--- config.mk ---
export PLATFORM = sky130hd
export DESIGN_NAME = sla_front
export DESIGN_NICKNAME = d
export VERILOG_FILES = /design/src/hdl/sla_pkg.sv /design/src/hdl/sla_front.sv
export SDC_FILE = /design/constraint.sdc
export NUM_CORES = 1
export LEC_CHECK = 0
export ABC_AREA = 1
export BUFFER_PORTS_ARGS = -buffer_cell sky130_fd_sc_hd__buf_2
export CORE_ASPECT_RATIO = 0.9
export CORE_MARGIN = 2
export CORE_UTILIZATION = 38
export CTS_BUF_LIST = sky130_fd_sc_hd__clkbuf_16
export CTS_CLUSTER_SIZE = 16
export DETAILED_ROUTE_END_ITERATION = 12
export PLACE_DENSITY = 0.76
export REMOVE_ABC_BUFFERS = 1
export SETUP_SLACK_MARGIN = 0.02
export SYNTH_ARGS = -nofsm -noshare
export SYNTH_HDL_FRONTEND = slang
export SYNTH_SLANG_ARGS = --single-unit
--- constraint.sdc ---
create_clock -name clk -period 6.9 [get_ports clk]
set_input_delay 0.69 -clock clk [delete_from_list [all_inputs] [get_ports clk]]
set_output_delay 0.69 -clock clk [all_outputs]
set_load 0.05 [all_outputs]
--- src/hdl/sla_pkg.sv ---
// ----------------------------------------------------------------------------
// sla_pkg
// Shared types, opcode codes and compare helpers for the long ALU/branch unit.
// ----------------------------------------------------------------------------
package sla_pkg;

  localparam int unsigned XLEN      = 32;
  localparam int unsigned DIV_STEPS = XLEN;
  localparam logic [31:0] PC_STEP   = 32'd4;

  // Opcode codes
  localparam logic [5:0] OP_NOP  = 6'd0;
  localparam logic [5:0] OP_NEG  = 6'd1;
  localparam logic [5:0] OP_ABS  = 6'd2;
  localparam logic [5:0] OP_INC  = 6'd3;
  localparam logic [5:0] OP_DEC  = 6'd4;
  localparam logic [5:0] OP_NOT  = 6'd5;
  localparam logic [5:0] OP_ADD  = 6'd6;
  localparam logic [5:0] OP_SUB  = 6'd7;
  localparam logic [5:0] OP_MUL  = 6'd8;
  localparam logic [5:0] OP_UMUL = 6'd9;
  localparam logic [5:0] OP_DIV  = 6'd10;
  localparam logic [5:0] OP_UDIV = 6'd11;
  localparam logic [5:0] OP_MOD  = 6'd12;
  localparam logic [5:0] OP_UMOD = 6'd13;
  localparam logic [5:0] OP_SLL  = 6'd14;
  localparam logic [5:0] OP_SRL  = 6'd15;
  localparam logic [5:0] OP_SRA  = 6'd16;
  localparam logic [5:0] OP_OR   = 6'd17;
  localparam logic [5:0] OP_AND  = 6'd18;
  localparam logic [5:0] OP_XOR  = 6'd19;
  localparam logic [5:0] OP_ZT0  = 6'd20;
  localparam logic [5:0] OP_PT0  = 6'd26;
  localparam logic [5:0] OP_DUP  = 6'd36;
  localparam logic [5:0] OP_XCHG = 6'd37;
  localparam logic [5:0] OP_ZB0  = 6'd38;
  localparam logic [5:0] OP_PB0  = 6'd44;
  localparam logic [5:0] OP_PB_LAST = 6'd53;

  // Error codes
  localparam logic [1:0] ERR_OK    = 2'd0;
  localparam logic [1:0] ERR_ILL   = 2'd1;
  localparam logic [1:0] ERR_DIV0  = 2'd2;

  // Register indexes
  localparam logic CFG_TRUE  = 1'b0;
  localparam logic CFG_FALSE = 1'b1;

  typedef enum logic [3:0] {
    CLS_NOP, CLS_UNARY, CLS_BINARY, CLS_DIVIDE, CLS_ZTEST, CLS_PTEST,
    CLS_DUP, CLS_XCHG, CLS_ZBRANCH, CLS_PBRANCH, CLS_ILLEGAL
  } cls_t;

  // Classified item handed from front to back
  typedef struct packed {
    cls_t        cls;
    logic [5:0]  opcode;
    logic [31:0] top;
    logic [31:0] nxt;
    logic [15:0] label;
    logic [31:0] pc;
  } item_t;

  // Item in flight through the execution pipe
  typedef struct packed {
    logic [2:0]  pop;
    logic [2:0]  push;
    logic [31:0] lo;
    logic [31:0] hi;
    logic [31:0] npc;
    logic [1:0]  err;
    logic        is_div;
    logic        want_rem;
    logic        neg_res;
    logic [31:0] rem;
    logic [31:0] quo;
    logic [31:0] dsr;
  } exec_t;

  function automatic logic lt_signed(input logic [31:0] a, input logic [31:0] b);
    lt_signed = $signed(a) < $signed(b);
  endfunction

  function automatic logic zero_test(input logic [2:0] sel, input logic [31:0] v);
    logic z;
    z = (v == 32'd0);
    case (sel)
      3'd0:    zero_test = z;
      3'd1:    zero_test = !z;
      3'd2:    zero_test = v[31];
      3'd3:    zero_test = !v[31];
      3'd4:    zero_test = !v[31] && !z;
      default: zero_test = v[31] || z;
    endcase
  endfunction

  function automatic logic pair_test(input logic [3:0] sel, input logic [31:0] a,
                                     input logic [31:0] b);
    case (sel)
      4'd0:    pair_test = (a == b);
      4'd1:    pair_test = (a != b);
      4'd2:    pair_test = lt_signed(a, b);
      4'd3:    pair_test = !lt_signed(a, b);
      4'd4:    pair_test = lt_signed(b, a);
      4'd5:    pair_test = !lt_signed(b, a);
      4'd6:    pair_test = (a < b);
      4'd7:    pair_test = (a >= b);
      4'd8:    pair_test = (a > b);
      default: pair_test = (a <= b);
    endcase
  endfunction

endpackage

--- src/hdl/sla_front.sv ---
// ----------------------------------------------------------------------------
// sla_front
// Accepts a command, classifies its opcode and holds it for the queue.
// ----------------------------------------------------------------------------
module sla_front import sla_pkg::*; (
  input  logic        clk,
  input  logic        rst,
  input  logic        start,
  input  logic [5:0]  opcode,
  input  logic [31:0] top_value,
  input  logic [31:0] next_value,
  input  logic [15:0] branch_label,
  input  logic [31:0] current_pc,
  input  logic        q_full,
  output logic        busy,
  output logic        f_valid,
  output item_t       f_item
);

  cls_t cls;

  // Classify the opcode
  always_comb begin
    if (opcode == OP_NOP)                            cls = CLS_NOP;
    else if (opcode <= OP_NOT)                       cls = CLS_UNARY;
    else if (opcode >= OP_DIV && opcode <= OP_UMOD)  cls = CLS_DIVIDE;
    else if (opcode < OP_ZT0)                        cls = CLS_BINARY;
    else if (opcode < OP_PT0)                        cls = CLS_ZTEST;
    else if (opcode < OP_DUP)                        cls = CLS_PTEST;
    else if (opcode == OP_DUP)                       cls = CLS_DUP;
    else if (opcode == OP_XCHG)                      cls = CLS_XCHG;
    else if (opcode < OP_PB0)                        cls = CLS_ZBRANCH;
    else if (opcode <= OP_PB_LAST)                   cls = CLS_PBRANCH;
    else                                             cls = CLS_ILLEGAL;
  end

  // Hold the word while the queue is full
  assign busy = f_valid && q_full;

  always_ff @(posedge clk) begin
    if (rst) begin
      f_valid <= 1'b0;
    end else if (!busy) begin
      f_valid <= start;
    end
  end

  always_ff @(posedge clk) begin
    if (start && !busy) begin
      f_item <= '{cls: cls, opcode: opcode, top: top_value, nxt: next_value,
                  label: branch_label, pc: current_pc};
    end
  end

endmodule

==> impl_metrics.tcl <==
set metrics [dict create \
    crit_path_frequent_cell "buf_2" \
    drt_iter0_markers 99 \
    fp-row-count 34 \
    place_area_um2 5290 \
    synth-xor-area-share 0 \
    start_util 0.395 \
    gr-total-overflow 0 \
    coreArea_um2 9830 \
    crit_chain "buf_2 -> nand2_1 -> inv_1 -> buf_2" \
    cts_sinks 123 \
    synthAdderAreaFrac 0 \
    seq_area_um2 3680 \
    post-cts-setup-buffers 0 \
    synth_top_family_by_area "simple AND/OR/NAND/NOR gates" \
    die-area_um2 11000 \
    multi_input_area_um2 174 \
    crit_family "buffers and inverters" \
    num-fill-cells 750 \
    synth-compound-area-share 0.0119 \
    setup_tns_ps 0 \
    cts_root_buf "clkbuf_16" \
    gr-usage-met1 0.180 \
    max_freq_mhz 528 \
    io_buffers 245 \
    cts-htree-levels 4 \
    p_per_area_nw_per_um2 343 \
    drv_cap 0 \
    cp_slowest_stage_delay_ps 280 \
    antenna_left 0 \
    p_leak_nw 2.57 \
    hold_class "in -> reg" \
    dr_total_vias 2493 \
    die_x_um 111 \
    grt_max_degree 63 \
    area_growth_pct 51.6 \
    gp_congestion 0.717 \
    setup_violations 0 \
    period_needed_ps 1890 \
    synth-seq-area-share 0.948 \
    gr-max-usage-layer "met2" \
    vias_per_cell 4.37 \
    period_share 0.274 \
    drc 0 \
    ys_ff_latch 123 \
    hpwlAfterDp_um 6930 \
    cts_buffer_depth 2 \
    synth_mux_area_frac 0 \
    worstPathMaxFanout 2 \
    synth_area_leaders "edfxtp_1 (94%), nand2_1 (0.97%), nand3_1 (0.64%), inv_1 (0.58%), nor2_1 (0.58%)" \
    slowest_stage "buf_2" \
    ys_warn_count 0 \
    yosys.area_share.simple 0.0309 \
    rsz0062_at_grt "no" \
    syn_inst 165 \
    die_y_um 99.9 \
    diodes 0 \
    numCtsBuffers 17 \
    critPathCaptureType "output pin" \
    dr.pass1.iters 4 \
    crit_type "in -> out" \
    grt_use_total 0.164 \
    finalMaxSlewViolations 0 \
    relSlewSlack 0.491 \
    ys_types 17 \
    clock_latency_ps 400 \
    routedWlPerCell_um 15.9 \
    gr-usage-met3 0.0767 \
    post_cts_resized 0 \
    arrival_ps 1200 \
    fin_worst_skew_ps 5.36 \
    synth_top_cell_by_area "edfxtp_1" \
    synth_area_per_cell_um2 23.5 \
    yosysTopAreaCellShare 0.943 \
    status "complete, no violations" \
    cts_tree "built" \
    met2_usage 0.281 \
    worstPathRequired_ps 6210 \
    start_kind "input port" \
    grt_pass1_wl_um 13600 \
    wirelength_um 9060 \
    finalHoldViolCount 0 \
    clk_pin_slew_ps 60 \
    nNetsFinal 553 \
    worst-slew-pin-transition_ps 763 \
    ir_worst_vdd_v 0.000270 \
    holdBufCountCts 0 \
    drive_gt1_frac 0.640 \
    fin_area_um2 5890 \
    antenna_found_initial 0 \
    syn_area_um2 3880 \
    io_pins 246 \
    first_global_vias 2647 \
    cp_num_buf_inv 3 \
]
==> cells in the final DEF, fill, tap and decap left out, drive strengths merged <==
master    instances
a21oi             4
a31o              1
and2              1
buf             247
bufinv            3
clkbuf           17
clkinv            7
clkinvlp          2
dfxtp             1
edfxtp          122
inv              12
nand2            10
nand3             6
nor2              8
nor4              1
o21ai             2
==> sequential cells by signal (all words and copies together), names as in the netlist <==
signal	flops
f_valid	1
f_item	122
==> routing by layer <==
layer	vias to the layer above	wire length [um]
met5	-	0
met4	0	112
met3	14	930
met2	144	4770
met1	1154	3250
li1	1181	-
==> worst paths after layout <==
path | startpoint | end | cells after the start | slack (ps)
max | q_full | busy | 4 | 5010
min | rst | f_valid$_SDFFE_PP0N_ | 2 | 440
max reg2reg | f_valid$_SDFFE_PP0N_ | f_item[55]$_DFFE_PP_ | 4 | 5350
min reg2reg | f_valid$_SDFFE_PP0N_ | f_valid$_SDFFE_PP0N_ | 2 | 480
==> final cells by class <==
class / instances / area share
Sequential cell: 123 / 0.625
Inverter: 9 / 0.00574
Tap cell: 126 / 0.0268
Timing Repair Buffer: 247 / 0.211
Multi-Input combinational cell: 33 / 0.0295
Clock buffer: 17 / 0.0722
Clock inverter: 15 / 0.0295
==> through the flow <==
stage | instances | utilization | setup WS (ps) | power (mW) | hold WS, ps
3_5_place_dp | 538 | 0.538 | 4860 | 1.16 | 474
3_3_place_gp | 538 | 0.538 | 4910 | 1.16 | 458
5_1_grt | 570 | 0.599 | 4980 | 2.09 | 429
2_1_floorplan | 165 | - | 156 | 1.08 | 693
4_1_cts | 570 | 0.599 | 5010 | 2.05 | 418
6_report | 570 | 0.599 | 5010 | 2.02 | 438
==> logic make-up after synthesis <==
kind of cell	count (synthesis)
flip-flops	123
AO/OA/AOI/OAI	7
buffers and inverters	9
AND/OR/NAND/NOR	26
==> synthesized netlist by cell type <==
| cell | count |
|---|---|
| and2_1 | 1 |
| nor4_1 | 1 |
| clkinv_1 | 1 |
| nor2_2 | 2 |
| nor2_1 | 6 |
| a31o_1 | 1 |
| inv_2 | 2 |
| o21ai_0 | 1 |
| dfxtp_1 | 1 |
| a21oi_1 | 3 |
| nand3_1 | 5 |
| nand2_1 | 10 |
| inv_1 | 6 |
| a21oi_2 | 1 |
| edfxtp_1 | 122 |
| o21ai_2 | 1 |
| nand3_2 | 1 |
==> power by group <==
part           internal [mW]  total [mW]  leakage [nW]  switching [mW]
clock                  0.568       0.876         0.291           0.309
sequential             0.876       0.887          1.19          0.0109
combinational         0.0563       0.258          1.09           0.201
(Power assumes the default switching activity.)
