===== src/hdl/sla_pkg.sv =====
// ----------------------------------------------------------------------------
// sla_pkg
// Shared types, opcode codes and compare helpers for the long ALU/branch unit.
// ----------------------------------------------------------------------------
package sla_pkg;

  localparam int unsigned XLEN      = 32;
  localparam int unsigned DIV_STEPS = XLEN;
  localparam logic [31:0] PC_STEP   = 32'd4;

  // Opcode codes
  localparam logic [5:0] OP_NOP  = 6'd0;
  localparam logic [5:0] OP_NEG  = 6'd1;
  localparam logic [5:0] OP_ABS  = 6'd2;
  localparam logic [5:0] OP_INC  = 6'd3;
  localparam logic [5:0] OP_DEC  = 6'd4;
  localparam logic [5:0] OP_NOT  = 6'd5;
  localparam logic [5:0] OP_ADD  = 6'd6;
  localparam logic [5:0] OP_SUB  = 6'd7;
  localparam logic [5:0] OP_MUL  = 6'd8;
  localparam logic [5:0] OP_UMUL = 6'd9;
  localparam logic [5:0] OP_DIV  = 6'd10;
  localparam logic [5:0] OP_UDIV = 6'd11;
  localparam logic [5:0] OP_MOD  = 6'd12;
  localparam logic [5:0] OP_UMOD = 6'd13;
  localparam logic [5:0] OP_SLL  = 6'd14;
  localparam logic [5:0] OP_SRL  = 6'd15;
  localparam logic [5:0] OP_SRA  = 6'd16;
  localparam logic [5:0] OP_OR   = 6'd17;
  localparam logic [5:0] OP_AND  = 6'd18;
  localparam logic [5:0] OP_XOR  = 6'd19;
  localparam logic [5:0] OP_ZT0  = 6'd20;
  localparam logic [5:0] OP_PT0  = 6'd26;
  localparam logic [5:0] OP_DUP  = 6'd36;
  localparam logic [5:0] OP_XCHG = 6'd37;
  localparam logic [5:0] OP_ZB0  = 6'd38;
  localparam logic [5:0] OP_PB0  = 6'd44;
  localparam logic [5:0] OP_PB_LAST = 6'd53;

  // Error codes
  localparam logic [1:0] ERR_OK    = 2'd0;
  localparam logic [1:0] ERR_ILL   = 2'd1;
  localparam logic [1:0] ERR_DIV0  = 2'd2;

  // Register indexes
  localparam logic CFG_TRUE  = 1'b0;
  localparam logic CFG_FALSE = 1'b1;

  typedef enum logic [3:0] {
    CLS_NOP, CLS_UNARY, CLS_BINARY, CLS_DIVIDE, CLS_ZTEST, CLS_PTEST,
    CLS_DUP, CLS_XCHG, CLS_ZBRANCH, CLS_PBRANCH, CLS_ILLEGAL
  } cls_t;

  // Classified item handed from front to back
  typedef struct packed {
    cls_t        cls;
    logic [5:0]  opcode;
    logic [31:0] top;
    logic [31:0] nxt;
    logic [15:0] label;
    logic [31:0] pc;
  } item_t;

  // Item in flight through the execution pipe
  typedef struct packed {
    logic [2:0]  pop;
    logic [2:0]  push;
    logic [31:0] lo;
    logic [31:0] hi;
    logic [31:0] npc;
    logic [1:0]  err;
    logic        is_div;
    logic        want_rem;
    logic        neg_res;
    logic [31:0] rem;
    logic [31:0] quo;
    logic [31:0] dsr;
  } exec_t;

  function automatic logic lt_signed(input logic [31:0] a, input logic [31:0] b);
    lt_signed = $signed(a) < $signed(b);
  endfunction

  function automatic logic zero_test(input logic [2:0] sel, input logic [31:0] v);
    logic z;
    z = (v == 32'd0);
    case (sel)
      3'd0:    zero_test = z;
      3'd1:    zero_test = !z;
      3'd2:    zero_test = v[31];
      3'd3:    zero_test = !v[31];
      3'd4:    zero_test = !v[31] && !z;
      default: zero_test = v[31] || z;
    endcase
  endfunction

  function automatic logic pair_test(input logic [3:0] sel, input logic [31:0] a,
                                     input logic [31:0] b);
    case (sel)
      4'd0:    pair_test = (a == b);
      4'd1:    pair_test = (a != b);
      4'd2:    pair_test = lt_signed(a, b);
      4'd3:    pair_test = !lt_signed(a, b);
      4'd4:    pair_test = lt_signed(b, a);
      4'd5:    pair_test = !lt_signed(b, a);
      4'd6:    pair_test = (a < b);
      4'd7:    pair_test = (a >= b);
      4'd8:    pair_test = (a > b);
      default: pair_test = (a <= b);
    endcase
  endfunction

endpackage


===== src/hdl/sla_queue.sv =====
// ----------------------------------------------------------------------------
// sla_queue
// Two-entry queue between the front and the execution pipe.
// ----------------------------------------------------------------------------
module sla_queue import sla_pkg::*; (
  input  logic  clk,
  input  logic  rst,
  input  logic  push,
  input  item_t push_item,
  output logic  full,
  output logic  pop_valid,
  output item_t pop_item
);

  item_t      slots [0:1];
  logic       wr_ptr;
  logic       rd_ptr;
  logic [1:0] count;
  logic       do_push;
  logic       do_pop;

  assign full      = (count == 2'd2);
  assign pop_valid = (count != 2'd0);
  assign pop_item  = slots[rd_ptr];
  assign do_push   = push && !full;
  assign do_pop    = pop_valid;

  // Advance pointers and count
  always_ff @(posedge clk) begin
    if (rst) begin
      wr_ptr <= 1'b0;
      rd_ptr <= 1'b0;
      count  <= 2'd0;
    end else begin
      if (do_push) wr_ptr <= !wr_ptr;
      if (do_pop)  rd_ptr <= !rd_ptr;
      count <= count + {1'b0, do_push} - {1'b0, do_pop};
    end
  end

  always_ff @(posedge clk) begin
    if (do_push) begin
      slots[wr_ptr] <= push_item;
    end
  end

endmodule


===== config.mk =====
export PLATFORM = sky130hd
export DESIGN_NAME = sla_queue
export DESIGN_NICKNAME = d
export VERILOG_FILES = /design/src/hdl/sla_pkg.sv /design/src/hdl/sla_queue.sv
export SDC_FILE = /design/constraint.sdc
export NUM_CORES = 1
export LEC_CHECK = 0
export ABC_AREA = 1
export BUFFER_PORTS_ARGS = -buffer_cell sky130_fd_sc_hd__buf_2
export CAP_MARGIN = 10
export CORE_ASPECT_RATIO = 1.25
export CORE_UTILIZATION = 56
export CTS_CLUSTER_SIZE = 40
export DETAILED_ROUTE_END_ITERATION = 10
export HOLD_SLACK_MARGIN = 0.15
export PLACE_DENSITY_LB_ADDON = 0.05
export SLEW_MARGIN = 20
export SYNTH_ARGS = -nofsm -noshare
export SYNTH_HDL_FRONTEND = slang
export SYNTH_SLANG_ARGS = --single-unit

===== constraint.sdc =====
create_clock -name clk -period 21.5 [get_ports clk]
set_input_delay 3.225 -clock clk [delete_from_list [all_inputs] [get_ports clk]]
set_output_delay 3.225 -clock clk [all_outputs]
set_load 0.01 [all_outputs]

==> reports/qor.csv, run 1 <==
stage,metric,value,unit
logic_synthesis,post-synth net total,530,
sta,fin. max-slew vios,0,
global_route,largest net degree at the start of global routing,65,
route,Vias/cell,5.049,
outcome,status,completed,
placed_design,Placed Cells,860,
critical_path,Crit path buffers/inverters,3,
critical_path,Critical Path AT,3270,ps
route,drt total wl,17000,µm
route,initial drt markers,331,
sta,minimum clock period,6499,ps
logic_synthesis,number of synthesized register bits,249,
clocking,worst skew pair latency,500,ps
global_route,vias in the first global route,4835,
critical_path,crit path kind,reg2out,
floorplanning,Initial Utilization,57.31,%
placed_design,routability cong.,0.7385,
logic_synthesis,synthesized instance count,405,
finish,total area of sequential cells,7431,µm²
sta,final hold viol count,0,
route,wire per inst,18.75,µm
logic_synthesis,"count leader, synth",edfxtp_1,
critical_path,FF-to-FF path depth,6,
critical_path,reg-to-reg critical path startpoint,count[0],
min_path,Worst Hold Launch,count[0],
critical_path,CP top delay family,buffers and inverters,
sta,Setup TNS,0,ps
logic_synthesis,prevailing post-synth register cell,edfxtp_1,
placed_design,# port buffers,248,
logic_synthesis,Yosys cell types,15,
route,post-route ant nets,0,
clocking,postcts setup bufs,0,
clocking,maximum buffer depth of the clock tree,3,
logic_synthesis,ranking of synthesized cells by area,"edfxtp_1 79%, mux2_4 13%, mux2_2 5.1%",
logic_synthesis,synthesized area,9321,µm²
clocking,total CTS buffers,24,
critical_path,Worst EP required,18270,ps
pwr,maximum VDD drop,0.07973,mV
critical_path,crit path cell chain,buf_4 -> buf_4 -> mux2_2 -> buf_2,
logic_synthesis,biggest area consumer among synthesized cells,edfxtp_1,
sta,RSZ-0062 raised after global routing,no,
route,Pre-Repair DR Iteration Count,4,
clocking,CTS tree,built,
critical_path,RR Endpoint,slots[0][21],
critical_path,Worst path slowest cell,buf_4,
logic_synthesis,Synth top cells by count,"244 x edfxtp_1, 80 x mux2_4, 42 x mux2_2, 9 x buf_6, 6 x nor2_1",
logic_synthesis,number of synthesized flops with an enable pin,244,
sta,period utilisation layout,30.23,%
floorplanning,# rows,52,
floorplanning,Core ar.,16270,µm²
min_path,Hold Path Class,reg2reg,
critical_path,crit-path max FO,58,
floorplanning,Die Span Y,146.2,µm
logic_synthesis,syn avg cell area,23.02,µm²
sta,Final setup viols,0,
critical_path,R2R setup slack,18910,ps
global_route,gr ovfl total,0,
pwr,pwr dens,96.39,nW/µm²
flow_run,max cap viols,0,
clocking,CTS resizes,0,
logic_synthesis,Synth top area share,78.60,%
floorplanning,full die area,17170,µm²
critical_path,Crit path top cell by count,buf_4,
clocking,Post-CTS Hold Fix Bufs,0,
placed_design,dpl hpwl,11160,µm
finish,fillcell total,1069,
pwr,Lkg Pwr,4.567,nW
finish,Non-Filler Instances,907,
clocking,clk root buf,clkbuf_16,
sta,f_max,0.1539,GHz
sta,measured slew at the worst slew-check pin,859.3,ps
global_route,initial antenna violation count,4,
critical_path,crit path capture,pop_item[3],
floorplanning,DIE WIDTH,117.4,µm
critical_path,Startpoint Class,flip-flop,
logic_synthesis,"Seq/Total Area, Yosys",79.68,%
floorplanning,Ports,249,
route,DR vias,4579,
clocking,clock sinks,249,
critical_path,critical path's largest stage delay,810,ps
finish,layout cells sized above 1,60.90,%
finish,Area growth syn-to-layout,24.73,%
critical_path,CP Capture Type,output port,
clocking,H-tree level count,1,
sta,clk_skew,5.080,ps
global_route,first-pass GRT wire length,25810,µm
sta,Worst slew margin,42.71,%
global_route,gr usage total,19.75,%
logic_synthesis,"Warnings, synthesis",0,
finish,layout net count,795,
finish,area of the multi-input gates,1747,µm²
route,# DRC,0,
logic_synthesis,asr flop ratio synth,0,%
critical_path,WP depth,4,
clocking,"CTS clk-pin slew, worst paths",60,ps
worst min-delay path: cells and delay by family (launching register included):
kind          cells  cell delay, ps
simple gates      1              50
flops             1             310
buf+inv           1              90
per-layer routing:
layer | track usage [%] | share of wire, % | vias up
met3 | 5.664 | 8.1 | 33
li1 | - | - | 2129
met1 | 23.50 | 38 | 2214
met5 | 0 | 0 | -
met4 | 8.571 | 3.2 | 0
met2 | 33.55 | 51 | 203
through the flow:
stage          hold WS [ps]  instance area (µm²)  setup WS [ps]  util, %  power (W)
4_1_cts               501.1                11620          14970    71.43   0.001132
6_report              498.1                11630          15000    71.48   0.001121
2_1_floorplan         448.0                 9321          12520        -  0.0006410
3_3_place_gp          459.4                10750          15590    66.08  0.0006774
3_5_place_dp          491.2                10750          15510    66.08  0.0006805
5_1_grt               545.6                11630          14810    71.48   0.001159
final cells by class:
| cell class | count | area share (%) |
|---|---|---|
| Tap cell | 216 | 2.325 |
| Inverter | 5 | 0.1830 |
| Clock buffer | 30 | 5.801 |
| Antenna cell | 3 | 0.06457 |
| Multi-Input combinational cell | 137 | 15.02 |
| Sequential cell | 249 | 63.91 |
| Clock inverter | 14 | 1.690 |
| Timing Repair Buffer | 253 | 11.00 |
sequential cells by signal (all words and copies together) (netlist names), named ones only:
name / count
count: 2
slots: 244
wr_ptr: 1
rd_ptr: 1
cell families after synthesis:
kind of cell / after synthesis / share of synthesized area (%)
muxes: 122 / 17.96
DFF: 249 / 79.68
and+or+nand+nor: 12 / 0.5099
AOI/OAI and AO/OA: 3 / 0.1878
buffers and inverters: 19 / 1.664
power by group:
part           switching (W)  internal [W]  total (W)
sequential        0.00000818      0.000562   0.000570
clock               0.000170      0.000282   0.000452
combinational      0.0000488     0.0000498  0.0000986
total               0.000227      0.000894    0.00112
cells in the final DEF, fill, tap and decap left out:
cell type	netlist	layout
a21oi_1	1	1
buf_2	4	248
buf_4	0	5
bufinv_16	0	5
clkbuf_1	0	2
clkbuf_16	0	25
clkbuf_8	0	3
clkinv_1	0	1
clkinv_2	0	7
clkinvlp_4	0	1
dfxtp_1	5	4
dfxtp_4	0	1
diode_2	0	3
edfxtp_1	244	244
inv_1	5	4
inv_4	0	1
mux2_2	42	42
mux2_4	80	80
nand2_1	4	4
nand3_1	1	1
nor2_1	6	5
nor2_4	0	1
nor3_1	1	1
o21a_1	1	1
o21ai_0	1	1
how the worst min path moves through the flow:
stage / cells past startpoint / slack (ps) / endpoint
2_1_floorplan: 2 / 450 / count[1]
3_3_place_gp: 2 / 460 / count[1]
3_5_place_dp: 2 / 490 / count[1]
4_1_cts: 2 / 500 / count[1]
5_1_grt: 2 / 550 / count[1]
6_report: 2 / 500 / count[1]
Note: power is estimated with default switching activity, not from simulation.
==> inputs of run 2 (changes only) <==
--- a/config.mk
+++ b/config.mk
@@ -5,11 +5,11 @@
 export SDC_FILE = /design/constraint.sdc
 export NUM_CORES = 1
 export LEC_CHECK = 0
-export ABC_AREA = 1
+export ABC_AREA = 0
 export BUFFER_PORTS_ARGS = -buffer_cell sky130_fd_sc_hd__buf_2
 export CAP_MARGIN = 10
 export CORE_ASPECT_RATIO = 1.25
-export CORE_UTILIZATION = 56
+export CORE_UTILIZATION = 52
 export CTS_CLUSTER_SIZE = 40
 export DETAILED_ROUTE_END_ITERATION = 10
 export HOLD_SLACK_MARGIN = 0.15
==> constraint.sdc (replaced) <==
create_clock -name clk -period 6.7 [get_ports clk]
set_input_delay 1.005 -clock clk [delete_from_list [all_inputs] [get_ports clk]]
set_output_delay 1.005 -clock clk [all_outputs]
set_load 0.01 [all_outputs]
==> run 2 against run 1 <==
Compared with the run above: sequential cell count is the same; global-route usage shrank 2.4 points; critical path type unchanged; first-iteration DRC count shrank 20%.
==> reports/qor.csv, run 2 <==
stage,metric,value,unit
route,# DRC,0,
global_route,vias in the first global route,4549,
route,post-route ant nets,0,
critical_path,FF-to-FF path depth,5,
critical_path,CP Capture Type,output port,
critical_path,Worst path slowest cell,dfxtp_4,
logic_synthesis,syn avg cell area,23.29,µm²
logic_synthesis,"Seq/Total Area, Yosys",79.73,%
clocking,postcts setup bufs,0,
floorplanning,# rows,54,
sta,fin. max-slew vios,0,
sta,period utilisation layout,56.70,%
clocking,total CTS buffers,24,
logic_synthesis,biggest area consumer among synthesized cells,edfxtp_1,
sta,hold_ws,448.2,ps
clocking,worst skew pair latency,490,ps
sta,f_max,0.2632,GHz
floorplanning,Initial Utilization,53.23,%
critical_path,Critical Path AT,2790,ps
floorplanning,full die area,18460,µm²
logic_synthesis,"count leader, synth",edfxtp_1,
min_path,Hold Path End,count[1],
clocking,clock sinks,249,
route,Pre-Repair DR Iteration Count,6,
outcome,status,completed,
pwr,Gate power share,9.8,%
pwr,internal power,0.002737,W
global_route,largest net degree at the start of global routing,64,
sta,measured slew at the worst slew-check pin,1075,ps
clocking,"CTS clk-pin slew, worst paths",60,ps
logic_synthesis,post-synth net total,525,
flow_run,max cap viols,0,
critical_path,reg-to-reg critical path startpoint,count[0],
pwr,pwr dens,300.3,nW/µm²
global_route,gr usage total,17.32,%
route,wire per inst,18.06,µm
clocking,clk root buf,clkbuf_16,
pwr,Seq pwr share,53.1,%
clocking,CTS resizes,0,
route,initial drt markers,266,
route,drt total wl,16400,µm
sta,final hold viol count,0,
pwr,Lkg Pwr,4.490,nW
logic_synthesis,prevailing post-synth register cell,edfxtp_1,
sta,clk_skew,6.165,ps
logic_synthesis,"Warnings, synthesis",0,
critical_path,crit-path max FO,63,
pwr,sw frac,20.78,%
floorplanning,Core ar.,17500,µm²
global_route,gr ovfl total,0,
finish,layout cells sized above 1,60.70,%
finish,"Most flops, register",slots,
placed_design,dpl hpwl,10790,µm
logic_synthesis,Synth top area share,78.66,%
route,DR vias,4543,
sta,Setup TNS,0,ps
logic_synthesis,ranking of synthesized cells by area,"edfxtp_1 79%, mux2_4 13%, mux2_2 5.1%",
clocking,CTS tree,built,
placed_design,# port buffers,248,
pwr,clock power share,37.0,%
finish,most frequent cells in the layout,"248 x buf_2, 244 x edfxtp_1, 80 x mux2_4, 42 x mux2_2, 25 x clkbuf_16",
logic_synthesis,Synth top cells by count,"244 x edfxtp_1, 80 x mux2_4, 42 x mux2_2, 9 x buf_6, 5 x dfxtp_1",
pwr,maximum VDD drop,0.2794,mV
placed_design,routability cong.,0.7224,
finish,layout net count,789,
critical_path,critical path's largest stage delay,1050,ps
floorplanning,Die Span Y,151.6,µm
critical_path,RR Endpoint,slots[0][71],
logic_synthesis,synthesized area,9315,µm²
finish,largest registers,"slots: 244 flops, count: 2 flops",
global_route,first-pass GRT wire length,23910,µm
logic_synthesis,number of synthesized register bits,249,
logic_synthesis,synthesized instance count,400,
floorplanning,DIE WIDTH,121.7,µm
logic_synthesis,number of synthesized flops with an enable pin,244,
logic_synthesis,Yosys cell types,17,
critical_path,crit path cell chain,buf_4 -> mux2_2 -> buf_2,
critical_path,R2R setup slack,3980,ps
floorplanning,Ports,249,
finish,Area growth syn-to-layout,23.52,%
clocking,H-tree level count,1,
min_path,Hold Path Class,reg2reg,
finish,Largest register FFs,244,
sta,Final setup viols,0,
pwr,Psw,0.0007181,W
sta,Worst slew margin,28.30,%
min_path,Worst Hold Launch,count[0],
sta,RSZ-0062 raised after global routing,no,
finish,fillcell total,1262,
critical_path,Startpoint Class,flip-flop,
clocking,Post-CTS Hold Fix Bufs,0,
clocking,maximum buffer depth of the clock tree,3,
route,Vias/cell,5.003,
critical_path,crit path kind,reg2out,
finish,"most common cell after layout, fill and taps aside",buf_2,
sta,minimum clock period,3799,ps
critical_path,Worst EP required,5690,ps
logic_synthesis,asr flop ratio synth,0,%
min_path,Hold Path Stages,2,
global_route,initial antenna violation count,2,
run 2: worst max-delay path: cells and delay by family (launching register included):
kind,cells,cell delay [ps]
DFF,1,1050
buffers and inverters,2,790
muxes,1,400
run 2: cells by family (layout without fill, tap and decap cells):
group,Yosys count,in the layout,synth area share (%)
flops,249,249,79.73
mux,122,122,17.97
buf+inv,17,299,1.585
simple gates,8,8,0.4568
compound gates,3,3,0.1611
xor+xnor,1,1,0.09404
other cells,0,2,0
run 2: worst max-delay path by stage:
stage | depth (start not counted) | start | to
after floorplan | 1 | push | slots[1][0]
after global placement | 5 | push | slots[0][10]
after detailed placement | 5 | push | slots[0][10]
after CTS | 3 | flip-flop | pop_item[121]
after global routing | 3 | flip-flop | pop_item[121]
final | 3 | flip-flop | pop_item[121]
run 2: final cells by class:
class | count | area, µm² | area share (%)
clock buffer | 30 | 644.4 | 5.600
multi-input combinational | 134 | 1745 | 15.17
sequential | 249 | 7431 | 64.58
timing repair buffer | 252 | 1271 | 11.05
antenna | 2 | 5.005 | 0.04350
clock inverter | 14 | 115.1 | 1.000
inverter | 3 | 13.76 | 0.1196
tap | 224 | 280.3 | 2.436
run 2: metal layers:
metal	global-route usage [%]	vias up	routed length (µm)
met5	0	-	13
met4	5.926	2	323
met3	5.614	25	1348
met2	29.55	163	8639
met1	20.65	2234	6078
li1	-	2119	-
run 2: through the flow:
stage                     instances  instance area, µm²  setup WS, ps  power [W]  util (%)
after floorplan                 400                9315          2337   0.002076         -
after global placement          862               10740          3299   0.002206     61.38
after detailed placement        862               10740          3301   0.002215     61.38
after CTS                       906               11500          2822   0.003495     65.72
after global routing            907               11500          2739   0.003579     65.74
final                           908               11510          2901   0.003455     65.75
run 2: power by group through the flow:
stage	Clock (W)	Combinational, W	Sequential (W)
after global routing	0.00137	0.000366	0.00184
after detailed placement	0	0.000345	0.00187
after floorplan	0	0.000222	0.00185
after CTS	0.00131	0.000346	0.00184
after global placement	0	0.000341	0.00186
final	0.00128	0.000340	0.00184
